==> config.mk <==
export PLATFORM = sky130hd
export DESIGN_NAME = polygon_area_perimeter
export DESIGN_NICKNAME = d
export VERILOG_FILES = /design/src/pap_pkg.sv /design/src/polygon_area_perimeter.sv
export SDC_FILE = /design/constraint.sdc
export NUM_CORES = 2
export LEC_CHECK = 0
export BUFFER_PORTS_ARGS = -buffer_cell sky130_fd_sc_hd__buf_2
export CORE_UTILIZATION = 50
export DETAILED_ROUTE_END_ITERATION = 7
export GPL_TIMING_DRIVEN = 1
export PLACE_DENSITY = 0.71
export REMOVE_ABC_BUFFERS = 1
export SLEW_MARGIN = 20
export SYNTH_ARGS = -nofsm -noshare
export SYNTH_HDL_FRONTEND = slang
export SYNTH_SLANG_ARGS = --single-unit
==> constraint.sdc <==
create_clock -name clk -period 15.8 [get_ports clk]
set_input_delay 3.16 -clock clk [delete_from_list [all_inputs] [get_ports clk]]
set_output_delay 3.16 -clock clk [all_outputs]
set_load 0.03 [all_outputs]
==> src/pap_pkg.sv <==
// Shared types and constants for the polygon area and perimeter block.
package pap_pkg;

  localparam int CROSS_W = 48;
  localparam int AREA_W  = 47;
  localparam int PERIM_W = 32;

  localparam logic [AREA_W-1:0]  AREA_MAX  = '1;
  localparam logic [PERIM_W-1:0] PERIM_MAX = '1;

  typedef enum logic [2:0] {
    S_IDLE,
    S_MUL,
    S_SUM,
    S_SQRT,
    S_ACC,
    S_CLOSE,
    S_EMIT
  } pap_state_t;

endpackage

==> src/polygon_area_perimeter.sv <==
// Polygon area and perimeter: bit-serial shoelace sum and edge-length accumulator.
//
// Input channel (in_*): one vertex per item, signed fixed point, with
// in_last_vertex closing the open polygon and in_last_polygon (read only with
// in_last_vertex) ending the group. Result channel (out_*): one item per group,
// the saturated area total and perimeter total, after which both totals clear.
// Each edge runs four one-bit-per-cycle multipliers (two cross terms, dx^2 and
// dy^2), then a restoring square root that retires one root bit per cycle. A
// vertex that opens a polygon runs no edge and a later vertex runs one edge; a
// closing vertex adds one more edge plus a close step, and the last vertex of
// a group adds one more step that moves the totals into the output register.
// The result sits in an output register; the next item is accepted while it
// waits. Only a second result can stall the block until the first is taken.
// Reset (rst_n low, synchronous) empties the open polygon and clears totals.
module polygon_area_perimeter
  import pap_pkg::*;
#(
  parameter int COORD_BITS = 16
) (
  input  logic                         clk,
  input  logic                         rst_n,
  input  logic                         in_valid,
  output logic                         in_ready,
  input  logic signed [COORD_BITS-1:0] in_x_coord,
  input  logic signed [COORD_BITS-1:0] in_y_coord,
  input  logic                         in_last_vertex,
  input  logic                         in_last_polygon,
  output logic                         out_valid,
  input  logic                         out_ready,
  output logic [AREA_W-1:0]            out_area_total,
  output logic [PERIM_W-1:0]           out_perimeter_total
);

  localparam int C     = COORD_BITS;
  localparam int W     = C + 1;          // multiplier operand width
  localparam int R     = C + 1;          // root width
  localparam int SW    = 2 * R;          // radicand width
  localparam int PW    = 2 * W;          // product width
  localparam int SUMW  = ((PW > CROSS_W) ? PW : CROSS_W) + 1;
  localparam int ES_W  = ((R > PERIM_W) ? R : PERIM_W) + 1;
  localparam int CNT_W = $clog2(W);
  localparam logic [CNT_W-1:0] CNT_LAST = CNT_W'(W - 1);
  localparam logic signed [SUMW-1:0] SUM_MAX = SUMW'({1'b0, {(CROSS_W-1){1'b1}}});
  localparam logic signed [SUMW-1:0] SUM_MIN = -SUM_MAX - SUMW'(1);

  function automatic logic signed [CROSS_W-1:0] clamp_cross(input logic signed [SUMW-1:0] v);
    logic signed [SUMW-1:0] t;
    t = v;
    if (v > SUM_MAX) t = SUM_MAX;
    if (v < SUM_MIN) t = SUM_MIN;
    return t[CROSS_W-1:0];
  endfunction

  pap_state_t state_r, state_nxt;

  logic signed [C-1:0]       first_x_r, first_y_r, prev_x_r, prev_y_r;
  logic                      have_first_r, closing_r, lv_r, lp_r;
  logic signed [CROSS_W-1:0] cross_sum_r;
  logic [PERIM_W-1:0]        edge_sum_r, perim_acc_r;
  logic [AREA_W-1:0]         area_acc_r;
  logic [CNT_W-1:0]          cnt_r;
  logic signed [W-1:0]       mc_r [4];
  logic signed [W:0]         hi_r [4];
  logic [W-1:0]              lo_r [4];
  logic [SW-1:0]             sq_r;
  logic [R:0]                rem_r;
  logic [R-1:0]              root_r;
  logic                      out_valid_r;
  logic [AREA_W-1:0]         out_area_r;
  logic [PERIM_W-1:0]        out_perim_r;

  logic load_edge, out_free, accept, cnt_last;

  // ---------------------------------------------------------------- control
  always_ff @(posedge clk) begin
    if (!rst_n) begin
      state_r <= S_IDLE;
    end else begin
      state_r <= state_nxt;
    end
  end

  always_comb begin
    state_nxt = state_r;
    in_ready  = 1'b0;
    load_edge = 1'b0;
    case (state_r)
      S_IDLE: begin
        in_ready = 1'b1;
        if (in_valid && (have_first_r || in_last_vertex)) begin
          state_nxt = S_MUL;
          load_edge = 1'b1;
        end
      end
      S_MUL:  if (cnt_last) state_nxt = S_SUM;
      S_SUM:  state_nxt = S_SQRT;
      S_SQRT: if (cnt_last) state_nxt = S_ACC;
      S_ACC: begin
        if (!closing_r && lv_r) begin
          state_nxt = S_MUL;
          load_edge = 1'b1;
        end else if (lv_r) begin
          state_nxt = S_CLOSE;
        end else begin
          state_nxt = S_IDLE;
        end
      end
      S_CLOSE: state_nxt = lp_r ? S_EMIT : S_IDLE;
      S_EMIT:  if (out_free) state_nxt = S_IDLE;
      default: state_nxt = S_IDLE;
    endcase
  end

  assign accept   = in_valid && in_ready;
  assign out_free = !out_valid_r || out_ready;
  assign cnt_last = (cnt_r == CNT_LAST);

  // ---------------------------------------------------------- edge operands
  // A fresh polygon's first vertex closes onto itself; otherwise the edge
  // starts at the previous vertex. The closing edge ends at the first vertex.
  logic signed [C-1:0] ax, ay, bx, by;
  logic signed [C:0]   dx_s, dy_s;
  logic signed [W-1:0] dx_m, dy_m;
  logic signed [W-1:0] mc_ld [4];
  logic signed [W-1:0] ml_ld [4];

  always_comb begin
    ax = (state_r == S_IDLE && !have_first_r) ? in_x_coord : prev_x_r;
    ay = (state_r == S_IDLE && !have_first_r) ? in_y_coord : prev_y_r;
    bx = (state_r == S_IDLE) ? in_x_coord : first_x_r;
    by = (state_r == S_IDLE) ? in_y_coord : first_y_r;
    dx_s = W'(ax) - W'(bx);
    dy_s = W'(ay) - W'(by);
    dx_m = dx_s[C] ? -dx_s : dx_s;
    dy_m = dy_s[C] ? -dy_s : dy_s;
    mc_ld[0] = W'(ax);  ml_ld[0] = W'(by);
    mc_ld[1] = W'(bx);  ml_ld[1] = W'(ay);
    mc_ld[2] = dx_m;    ml_ld[2] = dx_m;
    mc_ld[3] = dy_m;    ml_ld[3] = dy_m;
  end

  // ------------------------------------------------- serial multiplier lanes
  // Shift-add over the multiplier bits, LSB first; the sign bit weighs
  // negative on the last step.
  logic signed [W+1:0] addend [4];
  logic signed [W+1:0] psum   [4];
  logic signed [PW-1:0] prod  [4];

  always_comb begin
    for (int l = 0; l < 4; l++) begin
      addend[l] = '0;
      if (lo_r[l][0]) begin
        addend[l] = cnt_last ? -((W+2)'(mc_r[l])) : (W+2)'(mc_r[l]);
      end
      psum[l] = (W+2)'(hi_r[l]) + addend[l];
      prod[l] = $signed({hi_r[l][W-1:0], lo_r[l]});
    end
  end

  // ------------------------------------------------------------ square root
  logic [R+2:0] rem_sh, trial, rem_diff;
  logic         root_bit;

  always_comb begin
    rem_sh   = {rem_r, sq_r[SW-1 -: 2]};
    trial    = {1'b0, root_r, 2'b01};
    root_bit = (rem_sh >= trial);
    rem_diff = root_bit ? (rem_sh - trial) : rem_sh;
  end

  // ----------------------------------------------------------- accumulation
  logic signed [CROSS_W-1:0] cross_add, cross_sub;
  logic [ES_W-1:0]           es_sum;
  logic [PERIM_W-1:0]        edge_sat;
  logic [CROSS_W-1:0]        cross_mag;
  logic [AREA_W:0]           area_sum;
  logic [PERIM_W:0]          perim_sum;
  logic [AREA_W-1:0]         area_sat;
  logic [PERIM_W-1:0]        perim_sat;
  logic [SW-1:0]             sq_ld;

  always_comb begin
    cross_add = clamp_cross(SUMW'(cross_sum_r) + SUMW'(prod[0]));
    cross_sub = clamp_cross(SUMW'(cross_sum_r) - SUMW'(prod[1]));
    sq_ld     = SW'(prod[2]) + SW'(prod[3]);
    es_sum    = ES_W'(edge_sum_r) + ES_W'(root_r);
    edge_sat  = (es_sum >= ES_W'(PERIM_MAX)) ? PERIM_MAX : es_sum[PERIM_W-1:0];
    cross_mag = cross_sum_r[CROSS_W-1] ? CROSS_W'(-cross_sum_r) : CROSS_W'(cross_sum_r);
    area_sum  = {1'b0, area_acc_r} + {1'b0, cross_mag[CROSS_W-1:1]};
    area_sat  = (area_sum >= (AREA_W+1)'(AREA_MAX)) ? AREA_MAX : area_sum[AREA_W-1:0];
    perim_sum = {1'b0, perim_acc_r} + {1'b0, edge_sum_r};
    perim_sat = (perim_sum >= (PERIM_W+1)'(PERIM_MAX)) ? PERIM_MAX : perim_sum[PERIM_W-1:0];
  end

  // ------------------------------------------------------------- registers
  always_ff @(posedge clk) begin
    if (!rst_n) begin
      first_x_r    <= '0;
      first_y_r    <= '0;
      prev_x_r     <= '0;
      prev_y_r     <= '0;
      have_first_r <= 1'b0;
      closing_r    <= 1'b0;
      lv_r         <= 1'b0;
      lp_r         <= 1'b0;
      cross_sum_r  <= '0;
      edge_sum_r   <= '0;
      area_acc_r   <= '0;
      perim_acc_r  <= '0;
      cnt_r        <= '0;
      out_valid_r  <= 1'b0;
    end else begin
      if (accept) begin
        lv_r         <= in_last_vertex;
        lp_r         <= in_last_polygon;
        prev_x_r     <= in_x_coord;
        prev_y_r     <= in_y_coord;
        have_first_r <= 1'b1;
        closing_r    <= !have_first_r;
        if (!have_first_r) begin
          first_x_r <= in_x_coord;
          first_y_r <= in_y_coord;
        end
      end
      if (state_r == S_ACC && load_edge) closing_r <= 1'b1;

      if (load_edge || state_r == S_SUM) begin
        cnt_r <= '0;
      end else if ((state_r == S_MUL || state_r == S_SQRT) && !cnt_last) begin
        cnt_r <= cnt_r + CNT_W'(1);
      end

      if (state_r == S_SUM) cross_sum_r <= cross_add;
      if (state_r == S_SQRT && cnt_r == '0) cross_sum_r <= cross_sub;
      if (state_r == S_ACC) edge_sum_r <= edge_sat;

      if (state_r == S_CLOSE) begin
        area_acc_r   <= area_sat;
        perim_acc_r  <= perim_sat;
        cross_sum_r  <= '0;
        edge_sum_r   <= '0;
        have_first_r <= 1'b0;
      end

      if (state_r == S_EMIT && out_free) begin
        out_valid_r <= 1'b1;
        area_acc_r  <= '0;
        perim_acc_r <= '0;
      end else if (out_ready) begin
        out_valid_r <= 1'b0;
      end
    end
  end

  // payload registers, no reset
  always_ff @(posedge clk) begin
    for (int l = 0; l < 4; l++) begin
      if (load_edge) begin
        mc_r[l] <= mc_ld[l];
        hi_r[l] <= '0;
        lo_r[l] <= ml_ld[l];
      end else if (state_r == S_MUL) begin
        hi_r[l] <= psum[l][W+1:1];
        lo_r[l] <= {psum[l][0], lo_r[l][W-1:1]};
      end
    end
    if (state_r == S_SUM) begin
      sq_r   <= sq_ld;
      rem_r  <= '0;
      root_r <= '0;
    end else if (state_r == S_SQRT) begin
      sq_r   <= {sq_r[SW-3:0], 2'b00};
      rem_r  <= rem_diff[R:0];
      root_r <= {root_r[R-2:0], root_bit};
    end
    if (state_r == S_EMIT && out_free) begin
      out_area_r  <= area_acc_r;
      out_perim_r <= perim_acc_r;
    end
  end

  assign out_valid           = out_valid_r;
  assign out_area_total      = out_area_r;
  assign out_perimeter_total = out_perim_r;

  // ------------------------------------------------------------ assertions
  a_cnt_range: assert property (@(posedge clk) disable iff (!rst_n)
    cnt_r <= CNT_LAST)
    else $error("step counter out of range");

  a_empty_polygon: assert property (@(posedge clk) disable iff (!rst_n)
    (state_r == S_IDLE && !have_first_r) |-> (cross_sum_r == '0 && edge_sum_r == '0))
    else $error("open-polygon sums not clear without a vertex");

  a_close: assert property (@(posedge clk) disable iff (!rst_n)
    (state_r == S_CLOSE) |=> (!have_first_r && cross_sum_r == '0))
    else $error("polygon state not cleared on close");

  a_emit: assert property (@(posedge clk) disable iff (!rst_n)
    (state_r == S_EMIT && out_free) |=>
      (out_valid_r && area_acc_r == '0 && perim_acc_r == '0))
    else $error("group totals not moved to output");

endmodule

---- Word level (Yosys, flattened, before mapping) ----
Memory sizes are Yosys's and may differ from the RTL's.
Index checks and enable logic that the tools add are counted.
storage, ports and cells
  register bits ........................... 384
  bits in writable memories ............... 208
  input bits .............................. 38
  output and inout bits ................... 81
  logic and storage cells ................. 156
  memories kept ........................... 3
operators by class
  add/subtract/negate cells ............... 21
  $lt $le $gt $ge ......................... 8
  equal/unequal tests ..................... 11
  muxes and demuxes ....................... 56
  bitwise operators ....................... 10
  reductions and logical operators ........ 27
memories
  name  depth  bits a word  read ports  clocked after Yosys merged registers in  write ports  line                          text
  hi_r  4      18           4           0                                        4            polygon_area_perimeter.sv:63  logic signed [W:0] hi_r [4];
  lo_r  4      17           4           0                                        4            polygon_area_perimeter.sv:64  logic [W-1:0] lo_r [4];
  mc_r  4      17           4           0                                        4            polygon_area_perimeter.sv:62  logic signed [W-1:0] mc_r [4];
operators with widths
  cell                                                                                    number
  48-bit two-way mux                                                                      7
  19-bit two-way mux                                                                      8
  17-bit two-way mux                                                                      6
  49-bit by 48-bit > comparator with 1-bit output (second input constant)                 2
  49-bit by 48-bit less-than comparator with 1-bit output (second input constant)         2
  18-bit two-way mux                                                                      5
  18-bit by 19-bit adder with 19-bit output                                               4
  17-bit negation with 19-bit output                                                      4
  34-bit two-way mux                                                                      2
  33-bit by 32-bit greater-or-equal comparator with 1-bit output (second input constant)  2
  16-bit two-way mux                                                                      4
  32-bit two-way mux                                                                      2
  48-bit by 34-bit adder with 49-bit output                                               1
  48-bit by 34-bit subtractor with 49-bit output                                          1
  47-bit by 47-bit adder with 48-bit output                                               1
  48-bit by 47-bit greater-or-equal comparator with 1-bit output (second input constant)  1
  48-bit negation                                                                         1
  47-bit two-way mux                                                                      1
  34-bit adder                                                                            1
  17-bit negation                                                                         2
  16-bit by 16-bit subtractor with 17-bit output                                          2
  32-bit by 17-bit adder with 33-bit output                                               1
  32-bit by 32-bit adder with 33-bit output                                               1
  3-bit two-way mux                                                                       7
  22 further kinds                                                                        65

---- Longest topological paths before layout ----
  word-level depth ........................ 7
  mapped depth ............................ 25
  depth with buffers taken out ............ 24

---- Worst setup path after synthesis ----
No wires, ideal clock.
  path kind ............................... input-to-reg
  start point ............................. in out_ready
  end point ............................... reg perim_acc_r[14]
  setup time .............................. 0.133 ns
  data arrival time ....................... 7.981 ns
  data required time ...................... 15.667 ns
  path slack .............................. 7.687 ns
  stages .................................. 7
  path buffers ............................ 2
  path through ............................ nand2b_1 nor2b_1 nor2b_1 clkbuf_1 clkbuf_1 o21ai_0 a21oi_1
on the way
  longest elaborated chain between the ends .. 3
RTL lines
  what                          line                           text
  from (decl)                   polygon_area_perimeter.sv:29   input logic out_ready,
  1-bit logical OR              polygon_area_perimeter.sv:115  assign out_free = !out_valid_r || out_ready;
  1-bit logical AND             polygon_area_perimeter.sv:245  if (state_r == S_EMIT && out_free) begin
  2-bit OR reduction (no line)  --
  to (signal assigned)          polygon_area_perimeter.sv:239  perim_acc_r <= perim_sat;
  to (decl)                     polygon_area_perimeter.sv:59   logic [PERIM_W-1:0] edge_sum_r, perim_acc_r;
No other way between the ends.
A chain may end at the register's enable or synchronous reset.

==> results.toml <==
[cts]
clkSinkCount = 590
clockBufferDepth = 3
ctsHoldBuffers = 0
cts_root_buf = "clkbuf_16"
cts_tree = "done"
ctsResizeCount = 0
clkLatencyLatePin_ns = 0.64
cts_inserted_buffers = 67
h-tree-depth = 3
path_clk_slew_ns = 0.06
cts_setup_buffers = 0

[synth]
synthArstFlopShare_pct = 0
syn-cell-area_um2 = 42900
synth_edf_count = 319
synth_flop_cell = "edfxtp_1"
synth_top_area_share_pct = 22.4
yosysSeqAreaShare_pct = 35.0
syn_area_per_cell_um2 = 8.74
yosys-top-cells-area = "edfxtp_1 22%, dfxtp_1 13%, ha_1 11%, a21oi_1 6.1%, o21ai_0 5.0%"
yosysWarnings = 0
synth_seq_cells = 590
synth.distinct_cells = 85
synth_top_area_cell = "edfxtp_1"
syn_inst = 4901

[pwr]
irDropWorstVdd_uv = 134
swShare_pct = 46.6
clkPwrFrac_pct = 14.1
p_per_area_nw_per_um2 = 244
p_leak_nw = 19.7
p_seq_share_pct = 24.5
internal_power_mw = 6.11
power_mw = 11.4
p_sw_mw = 5.33
share_comb_of_total_power_pct = 61.3

[critical_path]
crit_chain = "buf_2 > mux2i_1 > ha_1 > inv_1 > fa_1 > a21oi_1 > o21ai_0 > a2111oi_0 > o211ai_1 > o21ai_0 > xnor2_1 > a2111oi_0 > nand3_1 > o21a_1 > xor2_1 > mux2_2"
cp-startpoint = "in_x_coord[0]"
cpLargestDelayFamily = "compound AO/OA/AOI/OAI gates"
critPathMaxStageDelay_ns = 0.71
worst_path_max_delay_cell = "a2111oi_0"
worstSetupPathType = "in2reg"
r2r_cells = 18
path_buf_inv = 2
cp_max_fo = 4
required_ns = 16.17
arrival_ns = 7.38
start_kind = "input pin"
r2r-start = "state_r[0]"
r2r-end = "lo_r[2][15]"
endpoint_kind = "flip-flop"
reg2reg_slack_ns = 9.31

[sta]
worst_slack_ns = 8.79
rsz0062_at_grt = "false"
finalSetupViolCount = 0
fin_crit_sh_pct = 44.4
fin_skew_ns = 0.0200
fmax_ghz = 0.143
min_period_ns = 7.01
hold_viol = 0
maxSlewViolCount = 0
holdWs_ns = 0.457
tightest_slew_ns = 1.13
maxSlewHeadroom_pct = 23.8
tns_ns = 0

[die]
io_pins = 119
fp-row-count = 106
die-area_um2 = 86900
dieHeight_um = 295
start_util_pct = 50.9
die_w_um = 295
core_um2 = 84200

[global_route]
grtUsageTotal_pct = 25.5
grt_pass1_vias = 33700
antenna_found_initial = 15
grt_max_degree = 77
grt_pass1_wl_um = 180000
grt.overflow.total = 0

[detailed_routing]
drc = 0
ant_nets = 0
vias = 36300
dr.pass1.iters = 5
wirelength_um = 112000
via_per_inst = 5.91
drtIter0Drc = 2869
wl_per_cell_um = 18.3

[worst_hold_path]
min_delay_worst_endpoint = "out_perimeter_total[20]"
hp-class = "reg2reg"
hold_depth = 0
min-delay-start = "perim_acc_r[20]"

[final_layout]
layout-drive-gt1-share_pct = 8.14
ff_latch_area_um2 = 15000
fillCellCount = 7659
fin_cells = 6140
multi_input_area_um2 = 26500
final_nets = 5364
area_growth_pct = 9.31

[placement]
post-place-cells = 6007
dp_slack_ns = 8.26
gp_congestion = 0.961
io_buffers = 118
hpwl_um = 84200

[flow_run]
drv_cap = 0

[outcome]
run_status = "finished clean"
-- cells in the mapped netlist (8+ instances only) --
master and number:
nand3_1 76, or3_1 46, a21oi_1 519, o221a_2 8, a211o_1 9, a221oi_1 9, a21boi_0 107, xnor2_1 230
o21ai_0 430, mux2_2 65, a2111oi_0 8, nor3_1 101, ha_1 371, o21bai_1 46, a31oi_1 41, a211oi_1 50
edfxtp_1 319, xor2_1 161, o22ai_1 25, nor2_1 338, buf_1 11, fa_1 12, clkbuf_1 166, o211ai_1 31
o221ai_1 10, or4_1 10, inv_1 201, nor4_1 26, nand2_1 436, nor3b_1 8, a21o_1 137, or2_2 23
o31ai_1 44, and3_1 44, nand2b_1 81, nand3b_1 13, dfxtp_1 271, mux2i_1 56, and2_1 74, nor2b_1 45
o21a_1 75, o41ai_1 13, nand4_1 40
-- placed cells by master, fill, tap and decap left out, drive strengths merged, types with 14 or more instances in the layout --
cell type,n
a31oi,41
buf,155
nand3,76
clkbuf,89
nand2,436
nor4,26
o21a,75
nor2,338
inv,207
o22ai,25
clkinv,16
edfxtp,319
mux2i,56
or2,24
o211ai,31
xor2,161
nor2b,45
mux2,65
nand3b,14
or3,49
and3,44
o21ai,434
or4,14
o41ai,14
a21oi,519
nor3,102
xnor2,230
o31ai,45
ha,371
nand2b,83
a21boi,107
dfxtp,271
o21bai,46
and2,75
nand4,40
a21o,137
a211oi,50
-- per-stage QoR --
stage | util, % | cell area (µm²)
3_5_place_dp | 52.9 | 44500
2_1_floorplan | - | 42200
5_1_grt | 55.6 | 46800
3_3_place_gp | 52.9 | 44500
4_1_cts | 55.6 | 46800
6_report | 55.6 | 46800
-- final cells by class --
| class | instances | share of cell area (%) |
|---|---|---|
| clock inverters | 35 | 0.900 |
| flip-flops and latches | 590 | 32.0 |
| repair buffers | 155 | 1.90 |
| well taps | 1134 | 3.03 |
| multi-input cells | 3927 | 56.5 |
| diodes | 8 | 0.0427 |
| inverters | 202 | 1.62 |
| clock buffers | 89 | 3.95 |
-- cell families (layout without fill, tap and decap cells) --
group,count (synthesis),after routing,share of synthesized area (%)
AO/OA/AOI/OAI,1640,1640,23.5
multiplexers,121,121,3.02
buffers and inverters,384,481,3.38
adder cells (fa/ha/maj),383,383,11.4
AND/OR/NAND/NOR,1392,1392,15.7
XOR/XNOR,391,391,7.99
flip-flops,590,590,35.0
other,0,8,0
-- layer usage --
metal	global-route usage (%)	part of all wire [%]
met5	0	0.024
met4	6.78	2.3
met3	3.27	6.2
met2	41.1	45
met1	35.9	46
-- state kept, by name, indices dropped and copies added (netlist names), 17 cells and up --
register,cells
out_perimeter_total,32
root_r,17
lo_r,68
cross_sum_r,48
perim_acc_r,32
area_acc_r,47
hi_r,72
rem_r,18
sq_r,34
mc_r,66
edge_sum_r,32
out_area_total,47
-- power groups by stage --
stage          clock, mW  sequential, mW  combinational (mW)
2_1_floorplan          0            2.63                5.43
3_3_place_gp           0            2.81                6.77
3_5_place_dp           0            2.82                6.88
4_1_cts             1.65            2.80                6.93
5_1_grt             1.71            2.85                7.78
6_report            1.62            2.81                7.01
-- worst max-delay path by stage --
stage / to / slack [ns] / cells after the start
after global placement: lo_r[2][15] / 8.35 / 16
after global routing: lo_r[2][15] / 8.37 / 16
after detailed placement: lo_r[2][15] / 8.26 / 16
after floorplan: area_acc_r[42] / 5.88 / 5
after CTS: lo_r[2][15] / 8.85 / 16
final: lo_r[2][15] / 8.79 / 16
(Power assumes the default switching activity.)
